File: src/sv/ostb_pkg.sv
// Package of the one-shot timer bank: field widths, command and result codes,
// and the word that travels down the chain of timer cells. No dependencies.
package ostb_pkg;

   localparam int MODE_W  = 2;
   localparam int INDEX_W = 4;
   localparam int TIME_W  = 32;
   localparam int TAG_W   = 8;
   localparam int CODE_W  = 2;

   typedef enum logic [MODE_W-1:0] {
      MODE_TICK     = 2'd0,
      MODE_REGISTER = 2'd1,
      MODE_CLEAR    = 2'd2,
      MODE_READ     = 2'd3
   } mode_type;

   typedef enum logic [CODE_W-1:0] {
      CODE_ARMED   = 2'd0,
      CODE_BUSY    = 2'd1,
      CODE_CLEARED = 2'd2,
      CODE_NONE    = 2'd3
   } code_type;

   // One command word on its way through the cells, with its partial result.
   typedef struct packed {
      logic                valid;
      mode_type            mode;
      logic [INDEX_W-1:0]  timer_index;
      logic [TIME_W-1:0]   duration_ms;
      logic [TAG_W-1:0]    tag_in;
      logic [TIME_W-1:0]   now;
      code_type            result_code;
      logic [TAG_W-1:0]    tag_out;
      logic                expired_out;
   } chain_word_type;

endpackage

File: src/sv/ostb_if.sv
// Channel interfaces of the one-shot timer bank: command words in, result words out.
// Depends on ostb_pkg for the field widths.
interface ostb_req_if;
   logic                          valid;
   logic                          ready;
   logic [ostb_pkg::MODE_W-1:0]   mode;
   logic [ostb_pkg::INDEX_W-1:0]  timer_index;
   logic [ostb_pkg::TIME_W-1:0]   duration_ms;
   logic [ostb_pkg::TAG_W-1:0]    tag_in;

   modport source (output valid, mode, timer_index, duration_ms, tag_in, input ready);
   modport sink   (input valid, mode, timer_index, duration_ms, tag_in, output ready);
endinterface

interface ostb_rsp_if;
   logic                          valid;
   logic                          ready;
   logic [ostb_pkg::CODE_W-1:0]   result_code;
   logic [ostb_pkg::TAG_W-1:0]    tag_out;
   logic                          expired_out;

   modport source (output valid, result_code, tag_out, expired_out, input ready);
   modport sink   (input valid, result_code, tag_out, expired_out, output ready);
endinterface

File: src/sv/ostb_cell.sv
// One timer slot of the bank: holds the slot's stores and passes the command word on.
// Depends on ostb_pkg.
module ostb_cell #(
   parameter int CELL_INDEX = 0
) (
   input  logic                     clock,
   input  logic                     reset,
   input  logic                     advance,
   input  ostb_pkg::chain_word_type word_in,
   output ostb_pkg::chain_word_type word_out
);
   import ostb_pkg::*;

   logic [TIME_W-1:0] start_ff, start_in;
   logic [TIME_W-1:0] length_ff, length_in;
   logic              armed_ff, armed_in;
   logic              expired_ff, expired_in;
   logic [TAG_W-1:0]  tag_ff, tag_in;
   chain_word_type    word_ff, word_in_next;

   logic              match;
   logic [TIME_W-1:0] elapsed;

   assign match   = word_in.valid && (int'(word_in.timer_index) == CELL_INDEX);
   assign elapsed = word_in.now - start_ff;

   always_comb begin
      start_in     = start_ff;
      length_in    = length_ff;
      armed_in     = armed_ff;
      expired_in   = expired_ff;
      tag_in       = tag_ff;
      word_in_next = word_in;
      if (word_in.valid) begin
         case (word_in.mode)
            MODE_TICK: begin
               if (armed_ff && (elapsed >= length_ff)) begin
                  expired_in = 1'b1;
               end
            end
            MODE_REGISTER: begin
               if (match && (length_ff == '0)) begin
                  length_in  = word_in.duration_ms;
                  start_in   = word_in.now;
                  expired_in = 1'b0;
                  armed_in   = 1'b1;
                  tag_in     = word_in.tag_in;
                  word_in_next.result_code = CODE_ARMED;
               end
            end
            MODE_CLEAR: begin
               if (match) begin
                  length_in  = '0;
                  start_in   = '0;
                  expired_in = 1'b0;
                  armed_in   = 1'b0;
                  tag_in     = '0;
               end
            end
            default: begin
            end
         endcase
         // The addressed slot reports its stores as they stand after the command.
         if (match) begin
            word_in_next.tag_out     = tag_in;
            word_in_next.expired_out = expired_in;
         end
      end
   end

   always_ff @(posedge clock) begin
      if (reset) begin
         start_ff      <= '0;
         length_ff     <= '0;
         armed_ff      <= 1'b0;
         expired_ff    <= 1'b0;
         tag_ff        <= '0;
         word_ff.valid <= 1'b0;
      end else if (advance) begin
         start_ff   <= start_in;
         length_ff  <= length_in;
         armed_ff   <= armed_in;
         expired_ff <= expired_in;
         tag_ff     <= tag_in;
         word_ff    <= word_in_next;
      end
   end

   assign word_out = word_ff;

endmodule

File: src/sv/one_shot_timer_bank.sv
// Top level of the one-shot timer bank: time counter, entry stage and the chain of cells.
// Depends on ostb_pkg, ostb_if (ostb_req_if, ostb_rsp_if) and ostb_cell.
//
//   channel  | direction | word contents
//   ---------+-----------+------------------------------------------------
//   req_chan | in        | mode, timer_index, duration_ms, tag_in
//   rsp_chan | out       | result_code, tag_out, expired_out
//
// Each command word walks down a row of TIMER_COUNT cells, one cell per cycle while the
// row advances. The accepting edge loads it into the first cell, and it then passes
// through the register of each cell in order; the last cell's word is the result word.
// The row is fully pipelined: a new word can be accepted in every cycle, one per clock
// sustained, as long as no waiting result holds the row.
// Reset (synchronous, active high) clears the time counter and all slot stores.
// While a result word waits at rsp_chan without being taken, the whole row holds
// and req_chan.ready is low.
module one_shot_timer_bank #(
   parameter int TIMER_COUNT = 16
) (
   input  logic       clock,
   input  logic       reset,
   ostb_req_if.sink   req_chan,
   ostb_rsp_if.source rsp_chan
);
   import ostb_pkg::*;

   // Millisecond counter; it counts accepted tick words.
   logic [TIME_W-1:0] now_ff, now_in;

   logic              advance;
   logic              req_take;
   chain_word_type    chain [TIMER_COUNT+1];
   chain_word_type    entry_word;

   // The row moves as a whole whenever the last cell's word can leave.
   assign advance      = !chain[TIMER_COUNT].valid || rsp_chan.ready;
   assign req_chan.ready = advance;
   assign req_take     = req_chan.valid && advance;

   always_comb begin
      now_in = now_ff;
      if (req_take && (mode_type'(req_chan.mode) == MODE_TICK)) begin
         now_in = now_ff + 1'b1;
      end
   end

   always_ff @(posedge clock) begin
      if (reset) begin
         now_ff <= '0;
      end else begin
         now_ff <= now_in;
      end
   end

   // The entry word carries the time the command sees and a default result.
   // A slot beyond the bank never matches, so its tag and flag report zero.
   always_comb begin
      entry_word.valid       = req_chan.valid;
      entry_word.mode        = mode_type'(req_chan.mode);
      entry_word.timer_index = req_chan.timer_index;
      entry_word.duration_ms = req_chan.duration_ms;
      entry_word.tag_in      = req_chan.tag_in;
      entry_word.now         = now_in;
      entry_word.tag_out     = '0;
      entry_word.expired_out = 1'b0;
      case (mode_type'(req_chan.mode))
         MODE_REGISTER: begin
            entry_word.result_code = CODE_BUSY;
         end
         MODE_CLEAR: begin
            entry_word.result_code = CODE_CLEARED;
         end
         default: begin
            entry_word.result_code = CODE_NONE;
         end
      endcase
   end

   assign chain[0] = entry_word;

   for (genvar g = 0; g < TIMER_COUNT; g++) begin : g_cell
      ostb_cell #(
         .CELL_INDEX (g)
      ) u_cell (
         .clock    (clock),
         .reset    (reset),
         .advance  (advance),
         .word_in  (chain[g]),
         .word_out (chain[g+1])
      );
   end

   assign rsp_chan.valid       = chain[TIMER_COUNT].valid;
   assign rsp_chan.result_code = chain[TIMER_COUNT].result_code;
   assign rsp_chan.tag_out     = chain[TIMER_COUNT].tag_out;
   assign rsp_chan.expired_out = chain[TIMER_COUNT].expired_out;

   // The counter moves by one on an accepted tick and holds otherwise.
   a_now_tick : assert property (@(posedge clock) disable iff (reset)
      req_chan.valid && req_chan.ready && (req_chan.mode == MODE_TICK)
      |=> now_ff == $past(now_ff) + 1'b1)
      else $error("time counter did not advance on a tick");

   a_now_hold : assert property (@(posedge clock) disable iff (reset)
      !(req_chan.valid && req_chan.ready && (req_chan.mode == MODE_TICK))
      |=> now_ff == $past(now_ff))
      else $error("time counter moved without a tick");

   // A waiting result stalls the whole row, including the entry.
   a_stall : assert property (@(posedge clock) disable iff (reset)
      rsp_chan.valid && !rsp_chan.ready |-> !req_chan.ready)
      else $error("input accepted while the row is stalled");

   // Only a register command can report armed.
   a_armed_mode : assert property (@(posedge clock) disable iff (reset)
      rsp_chan.valid && (rsp_chan.result_code == CODE_ARMED)
      |-> chain[TIMER_COUNT].mode == MODE_REGISTER)
      else $error("armed reported for a command other than register");

   // A slot beyond the bank reports an empty tag and a clear flag.
   a_out_of_bank : assert property (@(posedge clock) disable iff (reset)
      rsp_chan.valid && (int'(chain[TIMER_COUNT].timer_index) >= TIMER_COUNT)
      |-> (rsp_chan.tag_out == '0) && !rsp_chan.expired_out)
      else $error("slot beyond the bank reported stored data");

endmodule

File: src/flat_wrapper.sv
// flat-port wrapper written by rule: the top's interface ports become plain ports
module one_shot_timer_bank_flat import ostb_pkg::*;
#(
   parameter int TIMER_COUNT = 16
)
  (clock, reset, req_chan_valid, req_chan_mode, req_chan_timer_index, req_chan_duration_ms, req_chan_tag_in, req_chan_ready, rsp_chan_valid, rsp_chan_result_code, rsp_chan_tag_out, rsp_chan_expired_out, rsp_chan_ready);
  ostb_req_if req_chan_i ();
  ostb_rsp_if rsp_chan_i ();
  input  logic clock;
  input  logic reset;
  input wire logic [$bits(req_chan_i.valid)-1:0] req_chan_valid;
  input wire logic [$bits(req_chan_i.mode)-1:0] req_chan_mode;
  input wire logic [$bits(req_chan_i.timer_index)-1:0] req_chan_timer_index;
  input wire logic [$bits(req_chan_i.duration_ms)-1:0] req_chan_duration_ms;
  input wire logic [$bits(req_chan_i.tag_in)-1:0] req_chan_tag_in;
  output wire logic [$bits(req_chan_i.ready)-1:0] req_chan_ready;
  output wire logic [$bits(rsp_chan_i.valid)-1:0] rsp_chan_valid;
  output wire logic [$bits(rsp_chan_i.result_code)-1:0] rsp_chan_result_code;
  output wire logic [$bits(rsp_chan_i.tag_out)-1:0] rsp_chan_tag_out;
  output wire logic [$bits(rsp_chan_i.expired_out)-1:0] rsp_chan_expired_out;
  input wire logic [$bits(rsp_chan_i.ready)-1:0] rsp_chan_ready;
  assign req_chan_i.valid = req_chan_valid;
  assign req_chan_i.mode = req_chan_mode;
  assign req_chan_i.timer_index = req_chan_timer_index;
  assign req_chan_i.duration_ms = req_chan_duration_ms;
  assign req_chan_i.tag_in = req_chan_tag_in;
  assign req_chan_ready = req_chan_i.ready;
  assign rsp_chan_valid = rsp_chan_i.valid;
  assign rsp_chan_result_code = rsp_chan_i.result_code;
  assign rsp_chan_tag_out = rsp_chan_i.tag_out;
  assign rsp_chan_expired_out = rsp_chan_i.expired_out;
  assign rsp_chan_i.ready = rsp_chan_ready;
  one_shot_timer_bank #(.TIMER_COUNT(TIMER_COUNT)) u_core (.clock(clock), .reset(reset), .req_chan(req_chan_i), .rsp_chan(rsp_chan_i));
endmodule
File: config.mk
export PLATFORM = sky130hd
export DESIGN_NAME = one_shot_timer_bank_flat
export DESIGN_NICKNAME = d
export VERILOG_FILES = /design/src/sv/ostb_pkg.sv /design/src/sv/ostb_if.sv /design/src/sv/ostb_cell.sv /design/src/sv/one_shot_timer_bank.sv /design/src/flat_wrapper.sv
export SDC_FILE = /design/constraint.sdc
export NUM_CORES = 2
export LEC_CHECK = 0
export BUFFER_PORTS_ARGS = -buffer_cell sky130_fd_sc_hd__buf_4
export CAP_MARGIN = 20
export CORE_ASPECT_RATIO = 1.1
export CORE_MARGIN = 5
export CORE_UTILIZATION = 35
export CTS_CLUSTER_DIAMETER = 100
export DETAILED_ROUTE_END_ITERATION = 10
export PLACE_DENSITY = 0.46
export SYNTH_ARGS = -nofsm -noshare
export SYNTH_HDL_FRONTEND = slang
export SYNTH_SLANG_ARGS = --single-unit
File: constraint.sdc
create_clock -name clock -period 91 [get_ports clock]
set_clock_uncertainty 0.2 [all_clocks]
set_input_delay 13.65 -clock clock [delete_from_list [all_inputs] [get_ports clock]]
set_output_delay 13.65 -clock clock [all_outputs]
set_load 0.05 [all_outputs]
# ---- Word-level counts from Yosys, hierarchy flattened
# Cells that the tools add are included.
# Widths: inputs -> output; s select.
dict set report totals {
  regBits 2578
  input_bits 50
  output_inout_bits 13
  elab_cells 774
}
dict set report classes {
  addsub 17
  order_cmp 16
  n_eq_ne 79
  n_mux 306
  n_bitwise 1
  n_reduce_logical 135
}
# operator count
set ops {}
lappend ops {{$pmux 32 s2} 32}
lappend ops {{$mux 32} 49}
lappend ops {{$ge 32x32->1} 16}
lappend ops {{$logic_not 32->1} 16}
lappend ops {{$sub 32x32->32} 16}
lappend ops {{$mux 8} 32}
lappend ops {{$pmux 8 s2} 16}
lappend ops {{$mux 11} 16}
lappend ops {{$mux 9} 16}
lappend ops {{$mux 1} 80}
lappend ops {{$reduce_and 5->1} 16}
lappend ops {{$mux 2} 32}
lappend ops {{$ne 2x2->1 const B} 32}
lappend ops {{$logic_and 1x1->1} 50}
lappend ops {{$pmux 1 s3} 16}
lappend ops {{$reduce_and 2->1} 18}
lappend ops {{$add 32x1->32 const B} 1}
lappend ops {{$eq 2x1->1 const B} 16}
lappend ops {{$eq 2x2->1 const B} 16}
lappend ops {{$eq 4x4->1 const B} 8}
lappend ops {{$logic_not 2->1} 16}
lappend ops {{$pmux 1 s2} 16}
lappend ops {{$reduce_bool 2->1} 16}
lappend ops {{$eq 4x3->1 const B} 4}
lappend ops {{7 further kinds} 8}

# ---- Logic depth before layout (Yosys ltp)
dict set report logic_depth {
  depth_word 12
  mapped_depth 36
  ltp_nobuf 34
}

# ---- Modules after synthesis
# A second synthesis with hierarchy kept.
dict set report unflattened {
  hier_cells 13868
  hier_area_um2 141782.2
}
# mod instances cells_per_inst area_each_um2 seq_area_each_um2
set modules_own_cells {}
lappend modules_own_cells {{ostb_cell at u_core.g_cell[5].u_cell ...} 3 841 8602.0 4174.0}
lappend modules_own_cells {{ostb_cell at u_core.g_cell[14].u_cell ...} 2 860 9228.9 4174.0}
lappend modules_own_cells {{ostb_cell at u_core.g_cell[1].u_cell ...} 2 860 8689.6 4174.0}
lappend modules_own_cells {{ostb_cell at u_core.g_cell[15].u_cell} 1 860 9223.8 4174.0}
lappend modules_own_cells {{ostb_cell at u_core.g_cell[0].u_cell} 1 860 8971.1 4174.0}
lappend modules_own_cells {{ostb_cell at u_core.g_cell[10].u_cell} 1 857 8762.2 4174.0}
lappend modules_own_cells {{ostb_cell at u_core.g_cell[8].u_cell} 1 841 8600.7 4174.0}
lappend modules_own_cells {{ostb_cell at u_core.g_cell[7].u_cell} 1 845 8553.2 4174.0}
lappend modules_own_cells {{ostb_cell at u_core.g_cell[13].u_cell} 1 872 8544.4 4174.0}
lappend modules_own_cells {{ostb_cell at u_core.g_cell[12].u_cell} 1 872 8541.9 4174.0}
lappend modules_own_cells {{ostb_cell at u_core.g_cell[11].u_cell} 1 830 8526.9 4174.0}
lappend modules_own_cells {{ostb_cell at u_core.g_cell[4].u_cell} 1 851 8486.9 4174.0}
lappend modules_own_cells {one_shot_timer_bank 1 217 1928.1 640.6}

# ---- Least setup slack after synthesis
# OpenSTA, ideal clock, no wires.
dict set report synth_timing {
  kind {input-to-reg}
  start {input port reset}
  end {register u_core.g_cell[0].u_cell.word_ff, in the netlist u_core.g_cell[0].u_cell.word_out[0], enable pin}
  setup_time_ps 3107
  t_arrival_ps 69939
  required_ps 87693
  setup_slack_ps 17754
  path_stages 4
  n_path_buf 3
  cell_sequence {clkbuf_1 -> clkbuf_1 -> clkbuf_1 -> nor2_1}
}
dict set report synth_via {
  elab_chain_cells 2
}
# item line
set synth_rtl {}
lappend synth_rtl {{start, declared} flat_wrapper.sv:10} ;# input logic reset;
lappend synth_rtl {{$not 1->1 (no source line)} -}
lappend synth_rtl {{$reduce_and 2->1 (no source line)} -}
lappend synth_rtl {{end signal, assigned} ostb_cell.sv:85} ;# word_ff <= word_in_next;
lappend synth_rtl {{end, declared} ostb_cell.sv:19} ;# chain_word_type word_ff, word_in_next;
# No other way between the ends.
# A chain may end at the register's enable or synchronous reset.

# ---- Final worst setup path
dict set report layout_timing {
  start {input port rsp_chan_ready}
  end {output port req_chan_ready}
}
dict set report layout_via {
  elab_chain_cells 1
}
# item line
set layout_rtl {}
lappend layout_rtl {{start, declared} flat_wrapper.sv:21} ;# input wire logic [$bits(rsp_chan_i.ready)-1:0] rsp_chan_ready;
lappend layout_rtl {{$logic_or 1x1->1} one_shot_timer_bank.sv:36} ;# assign advance = !chain[TIMER_COUNT].valid || rsp_chan.ready;
lappend layout_rtl {{end, declared} flat_wrapper.sv:16} ;# output wire logic [$bits(req_chan_i.ready)-1:0] req_chan_ready;
# No other way between the ends.

==> impl_metrics.tcl <==
set metrics [dict create \
    holdBufCountCts 0 \
    r2r_slack_ps 83040 \
    drv_cap 0 \
    seq_area_frac_synth 0.502 \
    die_h_um 648 \
    place_area_um2 135000 \
    report.power.total_uw 2800 \
    crit_path_start "rsp_chan_ready" \
    peakVddDrop_uv 17.8 \
    grt_pass1_vias 92200 \
    crit_buf_inv 3 \
    rsz0062_at_grt "false" \
    hpwlAfterDp_um 248000 \
    clk_pin_slew_worst_paths_ps 60 \
    track_usage 0.172 \
    firstDrtPassIters 7 \
    overflow 0 \
    final_antenna_net_count 0 \
    tightestPinTransition_ps 1180 \
    powerDensity_nw_per_um2 19.2 \
    cp_cell_sequence "buf_4 -> nor2b_4 -> inv_2 -> buf_4" \
    synth_warnings 0 \
    coreArea_um2 369000 \
    layout_commonest_cell "a21oi_1" \
    synth_top_flop_cell "edfxtp_1" \
    synthesis.nets 14000 \
    min_path_type "register to register" \
    route.detailed.drc 0 \
    grtUsageMet2 0.333 \
    synth_edf_count 1346 \
    synthCells 12900 \
    clk_latency_ps 900 \
    critPathTopFamily "buffers and inverters" \
    via_per_inst 5.08 \
    p_comb_frac 0.088 \
    antenna_found_initial 8 \
    final-setup-viol-count 0 \
    wl_per_cell_um 18.8 \
    async_reset_ff_frac 0 \
    fin_setup_tns_ps 0 \
    reg2reg_from "u_core.g_cell[15].u_cell.word_out[89]" \
    netSwitchingFraction 0.244 \
    cts_sinks 2578 \
    layout.nets 13900 \
    drt_iter0_drc 4391 \
    ff2ff_path_depth 34 \
    area_growth_syn_to_layout_pct 12.3 \
    slowest_delay_ps 460 \
    clock_tree.buffer_depth 4 \
    pin_count 63 \
    drive_gt1_frac 0.0584 \
    die-area_um2 383000 \
    required_ps 77150 \
    timing.final.crit_share 0.316 \
    crit_arrival_ps 14860 \
    hold_viol_final 0 \
    grt-busiest-layer "met2" \
    crit_type "input port to output pin" \
    layout.cells.non_filler 18000 \
    finalInstanceArea_um2 146000 \
    cp-start-kind "input port" \
    worst-path-stages 4 \
    io_buffer_count 62 \
    gp_congestion 0.880 \
    slew_violations 0 \
    period_minus_slack_ps 28710 \
    power.switching_uw 682 \
    post-cts-setup-buffers 0 \
    cp_common_cell "buf_4" \
    grt_start_max_net_pins 217 \
    clk_root_buffer_cell "clkbuf_16" \
    end_kind "output pin" \
    cts_made_buffers 308 \
    wirelength_um 339000 \
    netlist.area_leader.share 0.312 \
    use_met1 0.192 \
    outcome "finished clean" \
    leakagePower_uw 0.0518 \
    synth_area_per_cell_um2 10.1 \
    cts_resized 0 \
    initial_utilization 0.351 \
    grt_pass1_wl_um 529000 \
    cp_slowest_cell "nor2b_4" \
    die_w_um 590 \
    vias 91600 \
    met3_usage 0.0210 \
    layout_common_cells "1,525 x a21oi_1, 1,467 x nor2_1, 1,346 x edfxtp_1, 1,232 x dfxtp_1, 1,188 x inv_1" \
    seq_power_share 0.464 \
    clkPwrFrac 0.448 \
    slew_headroom 0.207 \
    h-tree-depth 5 \
    internal_power_uw 2120 \
    netlist_area_um2 130000 \
    synthTopCellsByArea "edfxtp_1 31%, dfxtp_1 19%, ha_1 10%, a21oi_1 5.9%, nor3b_1 5.3%" \
    yosysUniqueCellTypes 105 \
    path_max_fanout 21 \
    synth_top_area_cell "edfxtp_1" \
    place_inst 17400 \
    synth_seq_cells 2578 \
    num_rows 234 \
    reg2reg_to "u_core.g_cell[0].u_cell.word_out[0]" \
    crit_path_end "req_chan_ready" \
    cts_tree "built" \
    max_freq_ghz 0.0348 \
]
## per-stage QoR
stage	setup slack, ps	hold slack [ps]	utilization
after floorplan	17750	217	-
after global placement	62320	225	0.366
after detailed placement	62230	225	0.366
after CTS	62230	242	0.394
after global routing	62160	235	0.394
final	62290	238	0.394
## logic make-up after synthesis
logic type / count (synthesis) / share of synthesized area
XOR/XNOR: 496 / 0.0335
AO/OA/AOI/OAI: 3116 / 0.149
adder cells (fa/ha/maj): 1091 / 0.106
AND/OR/NAND/NOR: 3837 / 0.157
buffers and inverters: 1757 / 0.0512
multiplexers: 9 / 0.000714
flip-flops: 2578 / 0.502
## cell type report
type | instances | area (um2)
multi-input combinational | 8549 | 58000
inverter | 1189 | 4460
antenna | 22 | 55.1
sequential | 2578 | 65100
clock inverter | 149 | 1640
tap | 4956 | 6200
fill | 35800 | 224000
clock buffer | 421 | 8730
timing repair buffer | 177 | 1400
## power groups by stage
stage	logic [uW]	clock network (uW)	registers (uW)
after CTS	249	1300	1300
after global placement	241	0	1320
after floorplan	181	0	1360
after global routing	275	1350	1300
after detailed placement	247	0	1330
final	246	1260	1300
## how the worst min path moves through the flow
stage,startpoint,to,slack [ps],cells after the start
after floorplan,u_core.g_cell[9].u_cell.word_out[84],u_core.g_cell[10].u_cell.word_out[84],220,0
after global placement,u_core.g_cell[8].u_cell.word_out[86],u_core.g_cell[9].u_cell.word_out[86],220,0
after detailed placement,u_core.g_cell[6].u_cell.word_out[85],u_core.g_cell[7].u_cell.word_out[85],230,0
after CTS,u_core.g_cell[3].u_cell.word_out[85],u_core.g_cell[4].u_cell.word_out[85],240,0
after global routing,u_core.g_cell[3].u_cell.word_out[85],u_core.g_cell[4].u_cell.word_out[85],240,0
final,u_core.g_cell[4].u_cell.word_out[83],u_core.g_cell[5].u_cell.word_out[83],240,0
## cell usage after synthesis (all sizes together), types with 22 or more instances
cell type,count
edfxtp,1346
a21oi,1533
nand4,137
nor4,136
and4,22
o21bai,61
o21ai,382
nor3,98
nor2b,168
nor3b,920
a211oi,50
a32oi,129
xor2,148
nand2,432
or3,35
and3,52
o21a,76
xnor2,348
a22oi,159
nand2b,105
a21o,426
o31ai,29
a31oi,37
nand3b,69
nand3,104
nor2,1469
o211ai,30
dfxtp,1232
ha,1075
inv,1189
and2,55
clkbuf,555
## flip-flops by register name (all words and copies together) (netlist names)
register                         flops
u_core.g_cell.u_cell.armed_ff       16
u_core.g_cell.u_cell.expired_ff     16
u_core.g_cell.u_cell.length_ff     512
u_core.g_cell.u_cell.start_ff      512
u_core.g_cell.u_cell.tag_ff        128
u_core.g_cell.u_cell.word_out     1362
u_core.now_ff                       32
## worst register-to-register path, delay by kind of cell (launching register included)
family	cells	cell delay [ps]
AO/OA/AOI/OAI	17	3070
XOR/XNOR	2	450
adder cells (fa/ha/maj)	2	610
buffers and inverters	2	480
flip-flops	1	340
AND/OR/NAND/NOR	11	2560
## routing by layer
| metal | up-vias | wire length (um) |
|---|---|---|
| li1 | 45800 | - |
| met3 | 569 | 8900 |
| met5 | - | 0 |
| met4 | 0 | 12500 |
| met1 | 44100 | 136000 |
| met2 | 1207 | 182000 |
(Power assumes the default switching activity.)
